--- config.mk ---
export PLATFORM = sky130hd
export DESIGN_NAME = magnetometer_minmax_calibrator
export DESIGN_NICKNAME = d
export VERILOG_FILES = /design/src/design/mmc_pkg.sv /design/src/design/mmc_div.sv /design/src/design/magnetometer_minmax_calibrator.sv
export SDC_FILE = /design/constraint.sdc
export NUM_CORES = 2
export LEC_CHECK = 0
export BUFFER_PORTS_ARGS = -buffer_cell sky130_fd_sc_hd__buf_2
export CAP_MARGIN = 10
export CORE_MARGIN = 2
export CORE_UTILIZATION = 45
export CTS_BUF_LIST = sky130_fd_sc_hd__clkbuf_4
export CTS_CLUSTER_SIZE = 40
export DETAILED_ROUTE_END_ITERATION = 10
export PLACE_DENSITY = 0.75
export SLEW_MARGIN = 20
export SYNTH_ARGS = -nofsm -noshare
export SYNTH_HDL_FRONTEND = slang
export SYNTH_SLANG_ARGS = --single-unit
--- constraint.sdc ---
create_clock -name clk -period 10.8 [get_ports clk]
set_clock_uncertainty 0.1 [all_clocks]
set_input_delay 0.54 -clock clk [delete_from_list [all_inputs] [get_ports clk]]
set_output_delay 0.54 -clock clk [all_outputs]
set_load 0.01 [all_outputs]
--- src/design/mmc_pkg.sv ---
// Shared constants, codes and types of the magnetometer min/max calibrator.
package mmc_pkg;

  // Default raw sample width
  localparam int SAMPLE_W_DEF = 16;
  localparam int NUM_AXES     = 3;

  // Configuration and result widths
  localparam int CFG_W   = 16;
  localparam int OUT_W   = 24;
  localparam int SCALE_W = 24;
  localparam int FRAC_W  = 16;
  // Integer bits of the Q8.16 scale
  localparam int QSTEP_W = SCALE_W - FRAC_W;
  // Output is scale * (2m - offset_doubled) / 2^17
  localparam int OUT_SHIFT = FRAC_W + 1;

  localparam logic [SCALE_W-1:0] SCALE_ONE = 24'h010000;
  localparam logic [SCALE_W-1:0] SCALE_MAX = 24'hFFFFFF;

  localparam int OUT_MAX_I = 8388607;
  localparam int OUT_MIN_I = -8388608;

  // Register reset values
  localparam logic [CFG_W-1:0] SKIP_RST      = 16'd3;
  localparam logic [CFG_W-1:0] CALIB_END_RST = 16'd2500;
  // Running max start value for X and Z (Y starts at zero)
  localparam int AXIS_MAX_RST_XZ = -50;

  // Divider iterations, one quotient bit each
  localparam int DIV_STEPS  = SCALE_W;
  localparam int DIV_STEP_W = $clog2(DIV_STEPS);

  // Configuration register indexes
  typedef enum logic {
    REG_SKIP_COUNT = 1'b0,
    REG_CALIB_END  = 1'b1
  } reg_idx_t;

  // Sequencer states
  typedef enum logic [2:0] {
    ST_IDLE,
    ST_CAL_GLB,
    ST_CAL_CHK,
    ST_CAL_DIV,
    ST_MUL,
    ST_ACC,
    ST_OUT
  } state_t;

endpackage

--- src/design/mmc_div.sv ---
// Iterative restoring divider for the per-axis Q8.16 scale, one quotient bit per cycle.
module mmc_div #(
  parameter int SAMPLE_WIDTH = mmc_pkg::SAMPLE_W_DEF
) (
  input  logic                         clk,
  input  logic                         rst_n,
  input  logic                         start,
  input  logic [SAMPLE_WIDTH:0]        span,
  input  logic [SAMPLE_WIDTH:0]        range,
  output logic                         done,
  output logic [mmc_pkg::SCALE_W-1:0]  quo
);
  import mmc_pkg::*;

  localparam int RNG_W = SAMPLE_WIDTH + 1;

  logic                  busy_r;
  logic                  done_r;
  logic [DIV_STEP_W-1:0] step_r;
  logic [RNG_W-1:0]      rem_r;
  logic [RNG_W-1:0]      den_r;
  logic [SCALE_W-1:0]    lo_r;
  logic [SCALE_W-1:0]    quo_r;
  logic [RNG_W:0]        trial;

  // Trial subtract of the divisor from the shifted partial remainder
  assign trial = {rem_r, lo_r[SCALE_W-1]} - {1'b0, den_r};

  // Control: busy flag, step counter, completion pulse
  always_ff @(posedge clk) begin
    if (!rst_n) begin
      busy_r <= 1'b0;
      done_r <= 1'b0;
      step_r <= '0;
    end else begin
      done_r <= busy_r && (step_r == '0);
      if (start) begin
        busy_r <= 1'b1;
        step_r <= DIV_STEP_W'(DIV_STEPS - 1);
      end else if (busy_r) begin
        if (step_r == '0) begin
          busy_r <= 1'b0;
        end else begin
          step_r <= step_r - 1'b1;
        end
      end
    end
  end

  // Datapath: numerator is span * 2^16, its top part starts the remainder
  always_ff @(posedge clk) begin
    if (start) begin
      den_r <= range;
      rem_r <= RNG_W'(span >> QSTEP_W);
      lo_r  <= {span[QSTEP_W-1:0], FRAC_W'(0)};
      quo_r <= '0;
    end else if (busy_r) begin
      lo_r <= {lo_r[SCALE_W-2:0], 1'b0};
      if (!trial[RNG_W]) begin
        rem_r <= trial[RNG_W-1:0];
        quo_r <= {quo_r[SCALE_W-2:0], 1'b1};
      end else begin
        rem_r <= {rem_r[RNG_W-2:0], lo_r[SCALE_W-1]};
        quo_r <= {quo_r[SCALE_W-2:0], 1'b0};
      end
    end
  end

  assign done = done_r;
  assign quo  = quo_r;

endmodule

--- src/design/magnetometer_minmax_calibrator.sv ---
// Top level of the magnetometer min/max (hard- and soft-iron) calibrator.
//
// Input channel (in_valid/in_ready): one signed three-axis sample per
// transaction. Result channel (out_valid/out_ready): one corrected sample
// per input, saturated to 24 bits, with a flag that calibration has run.
// Configuration: cfg_we/cfg_index/cfg_data write skip_count and calib_end,
// taken at once; write them only while no sample is in flight.
//
// Timing: a normal sample goes from the accepting edge through a multiply and
// a round/saturate step per axis on a single shared multiplier, then the output
// register load. The sample that triggers calibration adds an offset/span step
// plus, per axis, one check step and, where the divider is started, a wait on
// the bit-serial divider. The block takes one sample at a time; in_ready is
// low while it works.
//
// Reset (rst_n, synchronous): registers to their defaults, count and offsets
// cleared, extremes to their start values, scales to 1.0, no result pending.
// A stalled receiver holds the result in the output register; the block
// still accepts the next sample and works on it, then waits to hand it over.
module magnetometer_minmax_calibrator #(
  parameter int SAMPLE_WIDTH = mmc_pkg::SAMPLE_W_DEF
) (
  input  logic                              clk,
  input  logic                              rst_n,
  // Configuration port
  input  logic                              cfg_we,
  input  mmc_pkg::reg_idx_t                 cfg_index,
  input  logic [mmc_pkg::CFG_W-1:0]         cfg_data,
  // Input channel
  input  logic                              in_valid,
  output logic                              in_ready,
  input  logic signed [SAMPLE_WIDTH-1:0]    in_mag_x,
  input  logic signed [SAMPLE_WIDTH-1:0]    in_mag_y,
  input  logic signed [SAMPLE_WIDTH-1:0]    in_mag_z,
  // Result channel
  output logic                              out_valid,
  input  logic                              out_ready,
  output logic signed [mmc_pkg::OUT_W-1:0]  out_x,
  output logic signed [mmc_pkg::OUT_W-1:0]  out_y,
  output logic signed [mmc_pkg::OUT_W-1:0]  out_z,
  output logic                              out_calibrated
);
  import mmc_pkg::*;

  localparam int SW     = SAMPLE_WIDTH;
  localparam int RNG_W  = SW + 1;
  localparam int DIFF_W = SW + 2;
  localparam int PROD_W = DIFF_W + SCALE_W + 1;
  localparam int CMP_W  = RNG_W + QSTEP_W;

  localparam logic signed [PROD_W-1:0] RND_ADD = PROD_W'((1 << OUT_SHIFT) - 1);
  localparam logic signed [PROD_W-1:0] SAT_HI  = PROD_W'(OUT_MAX_I);
  localparam logic signed [PROD_W-1:0] SAT_LO  = PROD_W'(OUT_MIN_I);

  // Sequencer
  state_t state_r, state_nxt;
  logic [1:0] ax_r;

  // Configuration registers
  logic [CFG_W-1:0] skip_r;
  logic [CFG_W-1:0] end_r;

  // Calibration state
  logic [CFG_W-1:0]        cnt_r;
  logic                    done_r;
  logic signed [SW-1:0]    max_r [NUM_AXES];
  logic signed [SW-1:0]    min_r [NUM_AXES];
  logic signed [RNG_W-1:0] od_r  [NUM_AXES];
  logic [SCALE_W-1:0]      scale_r [NUM_AXES];
  logic [RNG_W-1:0]        span_r;

  // Working sample and results
  logic signed [SW-1:0]     smp_r [NUM_AXES];
  logic signed [PROD_W-1:0] prod_r;
  logic signed [OUT_W-1:0]  res_r [NUM_AXES];

  // Output register
  logic                    out_valid_r;
  logic signed [OUT_W-1:0] out_x_r;
  logic signed [OUT_W-1:0] out_y_r;
  logic signed [OUT_W-1:0] out_z_r;
  logic                    out_cal_r;

  // Control strobes
  logic in_acc;
  logic div_start;
  logic out_load;
  logic ax_last;

  // Datapath signals
  logic signed [SW-1:0]     in_mag [NUM_AXES];
  logic signed [SW-1:0]     gmax_c;
  logic signed [SW-1:0]     gmin_c;
  logic signed [RNG_W-1:0]  range_c;
  logic                     range_pos;
  logic                     scale_sat;
  logic signed [DIFF_W-1:0] diff_c;
  logic signed [PROD_W-1:0] prod_c;
  logic signed [PROD_W-1:0] shr_c;
  logic signed [OUT_W-1:0]  sat_c;
  logic                     div_done;
  logic [SCALE_W-1:0]       div_quo;

  assign in_mag[0] = in_mag_x;
  assign in_mag[1] = in_mag_y;
  assign in_mag[2] = in_mag_z;

  // Global extremes over the three axes
  always_comb begin
    gmax_c = max_r[0];
    gmin_c = min_r[0];
    for (int a = 1; a < NUM_AXES; a++) begin
      if (max_r[a] > gmax_c) gmax_c = max_r[a];
      if (min_r[a] < gmin_c) gmin_c = min_r[a];
    end
  end

  // Axis range and scale saturation check (scale >= 2^24 iff span >= range * 2^8)
  assign range_c   = RNG_W'(max_r[ax_r]) - RNG_W'(min_r[ax_r]);
  assign range_pos = !range_c[RNG_W-1] && (range_c != '0);
  assign scale_sat = CMP_W'(span_r) >= {range_c, QSTEP_W'(0)};

  // Shared multiplier: scale * (2m - offset_doubled)
  assign diff_c = (DIFF_W'(smp_r[ax_r]) <<< 1) - DIFF_W'(od_r[ax_r]);
  assign prod_c = PROD_W'(diff_c) * PROD_W'(signed'({1'b0, scale_r[ax_r]}));

  // Truncate toward zero, then saturate to 24 bits
  assign shr_c = (prod_r + (prod_r[PROD_W-1] ? RND_ADD : PROD_W'(0))) >>> OUT_SHIFT;
  assign sat_c = (shr_c > SAT_HI) ? OUT_W'(OUT_MAX_I) :
                 (shr_c < SAT_LO) ? OUT_W'(OUT_MIN_I) : shr_c[OUT_W-1:0];

  // Scale divider
  mmc_div #(
    .SAMPLE_WIDTH(SAMPLE_WIDTH)
  ) u_div (
    .clk   (clk),
    .rst_n (rst_n),
    .start (div_start),
    .span  (span_r),
    .range (range_c),
    .done  (div_done),
    .quo   (div_quo)
  );

  // Control outputs of the sequencer
  always_comb begin
    in_ready  = (state_r == ST_IDLE);
    in_acc    = in_ready && in_valid;
    div_start = (state_r == ST_CAL_CHK) && range_pos && !scale_sat;
    out_load  = (state_r == ST_OUT) && (!out_valid_r || out_ready);
    ax_last   = (ax_r == 2'd2);
  end

  // Next state
  always_comb begin
    state_nxt = state_r;
    case (state_r)
      ST_IDLE: begin
        if (in_valid) begin
          if (!done_r && (cnt_r >= skip_r) && (cnt_r >= end_r)) begin
            state_nxt = ST_CAL_GLB;
          end else begin
            state_nxt = ST_MUL;
          end
        end
      end
      ST_CAL_GLB: state_nxt = ST_CAL_CHK;
      ST_CAL_CHK: begin
        if (div_start) begin
          state_nxt = ST_CAL_DIV;
        end else if (ax_last) begin
          state_nxt = ST_MUL;
        end
      end
      ST_CAL_DIV: begin
        if (div_done) begin
          state_nxt = ax_last ? ST_MUL : ST_CAL_CHK;
        end
      end
      ST_MUL: state_nxt = ST_ACC;
      ST_ACC: state_nxt = ax_last ? ST_OUT : ST_MUL;
      ST_OUT: begin
        if (out_load) state_nxt = ST_IDLE;
      end
      default: state_nxt = ST_IDLE;
    endcase
  end

  // Sequencer state and axis counter
  always_ff @(posedge clk) begin
    if (!rst_n) begin
      state_r <= ST_IDLE;
      ax_r    <= '0;
    end else begin
      state_r <= state_nxt;
      case (state_r)
        ST_IDLE:    ax_r <= '0;
        ST_CAL_GLB: ax_r <= '0;
        ST_CAL_CHK: if (!div_start) ax_r <= ax_last ? 2'd0 : ax_r + 1'b1;
        ST_CAL_DIV: if (div_done) ax_r <= ax_last ? 2'd0 : ax_r + 1'b1;
        ST_ACC:     if (!ax_last) ax_r <= ax_r + 1'b1;
        default:    ax_r <= ax_r;
      endcase
    end
  end

  // Configuration writes
  always_ff @(posedge clk) begin
    if (!rst_n) begin
      skip_r <= SKIP_RST;
      end_r  <= CALIB_END_RST;
    end else if (cfg_we) begin
      case (cfg_index)
        REG_SKIP_COUNT: skip_r <= cfg_data;
        REG_CALIB_END:  end_r  <= cfg_data;
        default:        ;
      endcase
    end
  end

  // Statistics, offsets and scales
  always_ff @(posedge clk) begin
    if (!rst_n) begin
      cnt_r  <= '0;
      done_r <= 1'b0;
      span_r <= '0;
      for (int a = 0; a < NUM_AXES; a++) begin
        max_r[a]   <= (a == 1) ? '0 : SW'(AXIS_MAX_RST_XZ);
        min_r[a]   <= '0;
        od_r[a]    <= '0;
        scale_r[a] <= SCALE_ONE;
      end
    end else begin
      // Count and track extremes on acceptance
      if (in_acc && !done_r) begin
        if (cnt_r < skip_r) begin
          cnt_r <= cnt_r + 1'b1;
        end else if (cnt_r < end_r) begin
          cnt_r <= cnt_r + 1'b1;
          for (int a = 0; a < NUM_AXES; a++) begin
            if (in_mag[a] > max_r[a]) max_r[a] <= in_mag[a];
            if (in_mag[a] < min_r[a]) min_r[a] <= in_mag[a];
          end
        end
      end
      // Offsets and global span
      if (state_r == ST_CAL_GLB) begin
        done_r <= 1'b1;
        span_r <= RNG_W'(gmax_c) - RNG_W'(gmin_c);
        for (int a = 0; a < NUM_AXES; a++) begin
          od_r[a] <= RNG_W'(max_r[a]) + RNG_W'(min_r[a]);
        end
      end
      // Per-axis scale
      if (state_r == ST_CAL_CHK && !div_start) begin
        scale_r[ax_r] <= range_pos ? SCALE_MAX : SCALE_ONE;
      end
      if (state_r == ST_CAL_DIV && div_done) begin
        scale_r[ax_r] <= div_quo;
      end
    end
  end

  // Sample capture, product and per-axis results
  always_ff @(posedge clk) begin
    if (in_acc) begin
      for (int a = 0; a < NUM_AXES; a++) begin
        smp_r[a] <= in_mag[a];
      end
    end
    if (state_r == ST_MUL) begin
      prod_r <= prod_c;
    end
    if (state_r == ST_ACC) begin
      res_r[ax_r] <= sat_c;
    end
  end

  // Output register
  always_ff @(posedge clk) begin
    if (!rst_n) begin
      out_valid_r <= 1'b0;
    end else if (out_load) begin
      out_valid_r <= 1'b1;
    end else if (out_ready) begin
      out_valid_r <= 1'b0;
    end
  end

  always_ff @(posedge clk) begin
    if (out_load) begin
      out_x_r   <= res_r[0];
      out_y_r   <= res_r[1];
      out_z_r   <= res_r[2];
      out_cal_r <= done_r;
    end
  end

  assign out_valid      = out_valid_r;
  assign out_x          = out_x_r;
  assign out_y          = out_y_r;
  assign out_z          = out_z_r;
  assign out_calibrated = out_cal_r;

  // Calibration is final until reset
  a_done_sticky: assert property (@(posedge clk) disable iff (!rst_n)
    done_r |=> done_r)
    else $error("calibration flag dropped");

  // Divider completes only while the sequencer waits for it
  a_div_done_in_wait: assert property (@(posedge clk) disable iff (!rst_n)
    div_done |-> (state_r == ST_CAL_DIV))
    else $error("divider done outside of divide wait");

  // Axis range never exceeds the global span, so scales are at least 1.0
  a_scale_floor: assert property (@(posedge clk) disable iff (!rst_n)
    (state_r == ST_MUL) |-> (scale_r[ax_r] >= SCALE_ONE))
    else $error("scale below 1.0");

  // No new result is loaded into the output register while it still waits
  a_no_overwrite: assert property (@(posedge clk) disable iff (!rst_n)
    (out_valid_r && !out_ready) |=> !$past(out_load) || (state_r == ST_IDLE))
    else $error("result register overwritten");

endmodule
# Word level (Yosys, flattened, before mapping)
# Memories as Yosys holds them, arrays and structs flattened. A register that Yosys moved wholly into a read port is not among the register bits.
# Cells that the tools add are included.
# classes
add_sub_neg	11
mul	1
div	0
n_lt_le_gt_ge	17
n_eq_ne	14
shift	0
n_mux	111
bitwise	13
n_reduce_logical	34
# ops
op	count
$mux 16	12
$mux 24	7
$lt 16x16->1	7
$mux 17	5
$gt 16x16->1	5
$mux 1	57
$add 16x16->17	3
$add 43x18->43	1
$mul 18x25->43	1
$sub 16x16->17	2
$ge 16x16->1	2
$mux 2	16
$gt 26x24->1 const B	1
$lt 26x24->1 const B	1
$ge 17x25->1	1
$reduce_or 24->1	1
$mux 3	7
$pmux 3 s7	1
$mux 9	2
$sub 17x17->18	1
$sub 18x17->18	1
$reduce_bool 17->1	1
$add 16x1->16 const B	1
$mux 5	3
other kinds (22)	62
# totals
register_bits	189
latch_bits	0
ram_bits	339
rom_bits	0
out_inout_bits	75
mem_count	6
# memory_table
name	depth	width	rd	rd_ports_with_merged_regs	wr	line_no	text
res_r	3	24	3	3	1	magnetometer_minmax_calibrator.sv:75	logic signed [OUT_W-1:0] res_r [NUM_AXES];
scale_r	3	24	1	1	3	magnetometer_minmax_calibrator.sv:69	logic [SCALE_W-1:0] scale_r [NUM_AXES];
od_r	3	17	1	1	3	magnetometer_minmax_calibrator.sv:68	logic signed [RNG_W-1:0] od_r [NUM_AXES];
max_r	3	16	4	1	3	magnetometer_minmax_calibrator.sv:66	logic signed [SW-1:0] max_r [NUM_AXES];
min_r	3	16	4	1	3	magnetometer_minmax_calibrator.sv:67	logic signed [SW-1:0] min_r [NUM_AXES];
smp_r	3	16	1	1	3	magnetometer_minmax_calibrator.sv:73	logic signed [SW-1:0] smp_r [NUM_AXES];

# Longest topological paths before layout
# logic_depth
ltp_word	13
depth_mapped	43
ltp_nobuf	38

# By module
# From an unflattened synthesis, not the netlist that was laid out.
# hier_totals
hier_cells	5075
area_unflattened_um2	50553.5
# by_module_without_submodules
mod	n_inst	cells_per_inst	area_per_inst_um2	seq_area_each_um2
magnetometer_minmax_calibrator	1	4688	46697.3	15865.2
mmc_div	1	387	3856.2	1801.7

# Least setup slack after synthesis
# OpenSTA, ideal clock, no wires.
# synth_path
path_type	register -> register
startpoint	reg with a tool-made name
endpoint	reg prod_r[42] (data pin)
t_arrival_ns	10.204
t_required_ns	10.442
slack_ns	0.238
path_stages_with_launch	38
n_path_buf	5
cell_sequence	dfxtp_1 buf_2 buf_1 clkbuf_1 clkbuf_1 mux2i_1 o21ai_0 ha_1 a41oi_1 o21ai_0 a21o_1 a21oi_2 a31oi_1 a41o_1 o31ai_1 a31oi_1 inv_1 clkbuf_1 [... 2 more ...] fa_1 fa_1 fa_1 fa_1 inv_1 fa_1 ha_1 a21oi_1 o21ai_0 or3b_2 o21ba_2 a41oi_1 o21ai_0 a221oi_1 o21ai_0 a21oi_1 o21a_1 xnor2_1
# synth_rtl
item	line_no	text
end signal: assignment	magnetometer_minmax_calibrator.sv:272	prod_r <= prod_c;
end: declaration	magnetometer_minmax_calibrator.sv:74	logic signed [PROD_W-1:0] prod_r;

==> metrics <==
buffer depth of the longest clock path=3; area of placed instances=between 0.05 and 0.06 mm²; Vias per Instance=~5.4; endpoint required time on the critical path=around 11000 ps; yosys synthesis warning count=0; htree depth=4; Distinct cells, synth=between 70 and 80; router iterations before antenna repair=6; Initial DRC Count=between 2k and 3k; Reg-to-Reg End=prod_r[42]; boundary pin count=around 150; Slew Limit Fails=0; final critical delay including setup and external delays=between 10000 and 15000 ps; run status=finished clean; fraction of post-synthesis cell area in the top cell type by area=between 30% and 40%; max-cap violations=0; CTS tree=done; depth of the most critical reg-to-reg path=35; DR vias=about 36k; Setup-failing EPs final=0; Fillers=9507; total DRC errors in the routed layout=0; top cells by area, synth=edfxtp_1 (32%), fa_1 (15%), ha_1 (12%); final period utilization=between 90% and 100%; final global-route overflow total=0; hold worst-path end=smp_r[0][15]; worst hold-check slack=approximately 130 ps; number of nets with antenna violations after routing=0; instance count of the mapped netlist=4835; post-detailed-route wirelength per cell=roughly 19 µm; final-stage net count=6026; floorplan die area=around 0.11 mm²; mean cell area of the mapped netlist=10.1 µm²; number of nets in the synthesized netlist=~5.7k; CP Capture Type=register; antenna violations before repair=3; PortBufs=144; all-layer global routing usage=a little under a quarter; highest cell delay on the worst timing path=roughly 550 ps; hold violation total from the final report=0; Most used DFF post-synth=edfxtp_1; Skew-Pair Late Insertion Delay=about 1100 ps; synthesized cell area=between 0.04 and 0.05 mm²; # rows=between 100 and 150; worst hold path depth=2; die outline height=333 µm; number of sinks driven by the clock tree=around 630; worst slew margin relative to its limit=between 20% and 30%; Chip Width=about 330 µm; count leader, synth=inv_1; HPWL Detailed=94000 µm; cell type with the highest aggregate area in the netlist=edfxtp_1; pin count of the biggest net entering global routing=about 140; sum of negative setup slack=0 ps; placer congestion estimate=around 0.95; Hold WC Path Type=in2reg; Layout Cell Area excl Fill=0.0543 mm²; Register-to-Register Setup Slack=about 670 ps; sum of routed wire length over all layers=between 100000 and 150000 µm; CTS Buf Count=169; Initial Utilization=45.5%; sequential area share after synthesis=36.2%; Highest Clock Rate=roughly 0.099 GHz; RSZ-0062 raised after global routing=no; fraction of layout instances using a drive strength above 1=a little under an eighth; Std-Cell Core Area=between 0.1 and 0.15 mm²; kind of critical path=reg2reg; top cells by instance count after synthesis=inv_1 (666), edfxtp_1 (513), nand2_1 (479); Worst setup SP type=register; Finished Core Util=between 50% and 60%; postcts setup bufs=0; highest fanout seen on the critical path=59; Crit path arrival time=approximately 11000 ps; slew of the pin with the lowest slew margin=about 1100 ps; global-route wire length before repair=slightly below 200000 µm; start point of the worst min-delay path=in_mag_x[15]; total of flip-flops plus latches after synthesis=around 630; most prevalent standard cell on the critical path=fa_1; number of synthesized flops with an enable pin=a little over 500; slowest stage cell on the critical path=fa_1; CTS root buffer=clkbuf_4; number of global-route vias before repair=36.4k; clock transition time at the flip-flop clock pins of the worst setup and hold paths=around 70 ps; synth-to-layout area growth=11.4%; share of async-settable or async-resettable flops after synthesis=0%
[timing repair]
| action | CTS | global route |
|---|---|---|
| endpoints found under the setup margin | 0 | 4 |
| hold buffers | 76 | 0 |
| hold endpoints to repair | 186 | 0 |
| resized for setup | 0 | 7 |
[how the worst max path moves through the flow]
stage                  to  slack (ps)  cells after the start
6_report       prod_r[42]         670                     35
5_1_grt        prod_r[42]          10                     35
4_1_cts        prod_r[42]         260                     34
3_5_place_dp   prod_r[42]         290                     34
3_3_place_gp   prod_r[42]         570                     35
2_1_floorplan  prod_r[42]         240                     37
[metrics by stage]
stage,cells,setup WS [ps]
CTS,6660,256
finish,6664,669
global route,6663,13.0
floorplan,4835,238
detailed placement,6277,289
global placement,6277,566
[layer usage]
metal,GRT usage (%),wire length (µm),vias up
met4,10.2,5400,0
met1,28.4,51300,17244
met2,38.2,59600,1280
met5,0,0,-
met3,4.30,8660,286
li1,-,-,16996
[critical path, delay by kind of cell (launching register included)]
kind,cells,cell delay [ps]
compound gates,17,3540
mux,1,240
xor+xnor,2,440
buf+inv,3,440
simple gates,4,790
flops,1,440
fa+ha+maj,8,3860
[state kept, by name (all words and copies together), names as in the netlist, 2 cells and up, named ones only]
name          cells
skip_r           16
span_r           17
end_r            16
out_x            24
u_div.quo        24
scale_r          96
u_div.rem_r      17
max_r            48
u_div.step_r      5
out_y            24
u_div.den_r      17
ax_r              2
od_r             51
res_r            72
u_div.lo_r        8
out_z            24
cnt_r            16
prod_r           43
state_r           3
min_r            48
smp_r            48
[cell type report]
type | count | area (µm²) | share of cell area (%)
Multi-Input combinational cell | 3373 | 28100 | 51.7
Sequential cell | 626 | 17700 | 32.5
Clock buffer | 240 | 1800 | 3.32
Inverter | 666 | 2500 | 4.60
Tap cell | 1403 | 1760 | 3.23
Clock inverter | 67 | 495 | 0.912
Timing Repair Buffer | 285 | 2010 | 3.69
Antenna cell | 4 | 10.0 | 0.0184
[layout by cell type (no fill, tap or decap), types with 68 or more instances in the layout]
| cell type | Yosys | final |
|---|---|---|
| nor2_1 | 407 | 406 |
| inv_1 | 666 | 664 |
| dlygate4sd3_1 | 0 | 76 |
| a21o_1 | 88 | 88 |
| fa_1 | 359 | 359 |
| a21oi_1 | 288 | 288 |
| nand2_1 | 479 | 479 |
| xnor2_1 | 88 | 85 |
| clkbuf_4 | 0 | 240 |
| mux2i_1 | 118 | 117 |
| o21ai_0 | 178 | 173 |
| nand2b_1 | 68 | 68 |
| buf_2 | 7 | 144 |
| and2_1 | 163 | 162 |
| ha_1 | 476 | 476 |
| dfxtp_1 | 113 | 110 |
| edfxtp_1 | 513 | 513 |
[logic make-up (layout without fill, tap and decap cells)]
kind of cell    count (synthesis)  after routing  synth area share (%)
flops                         626            626                  36.2
fa+ha+maj                     835            835                  26.9
mux                           169            169                  4.04
other cells                     0              4                     0
xor+xnor                      154            154                  2.76
simple gates                 1441           1441                  13.8
buf+inv                       836           1258                  6.55
compound gates                774            774                  9.73
Power is not shown: default switching activity piles up to over one toggle a cycle in this logic, so the estimate is an artifact.
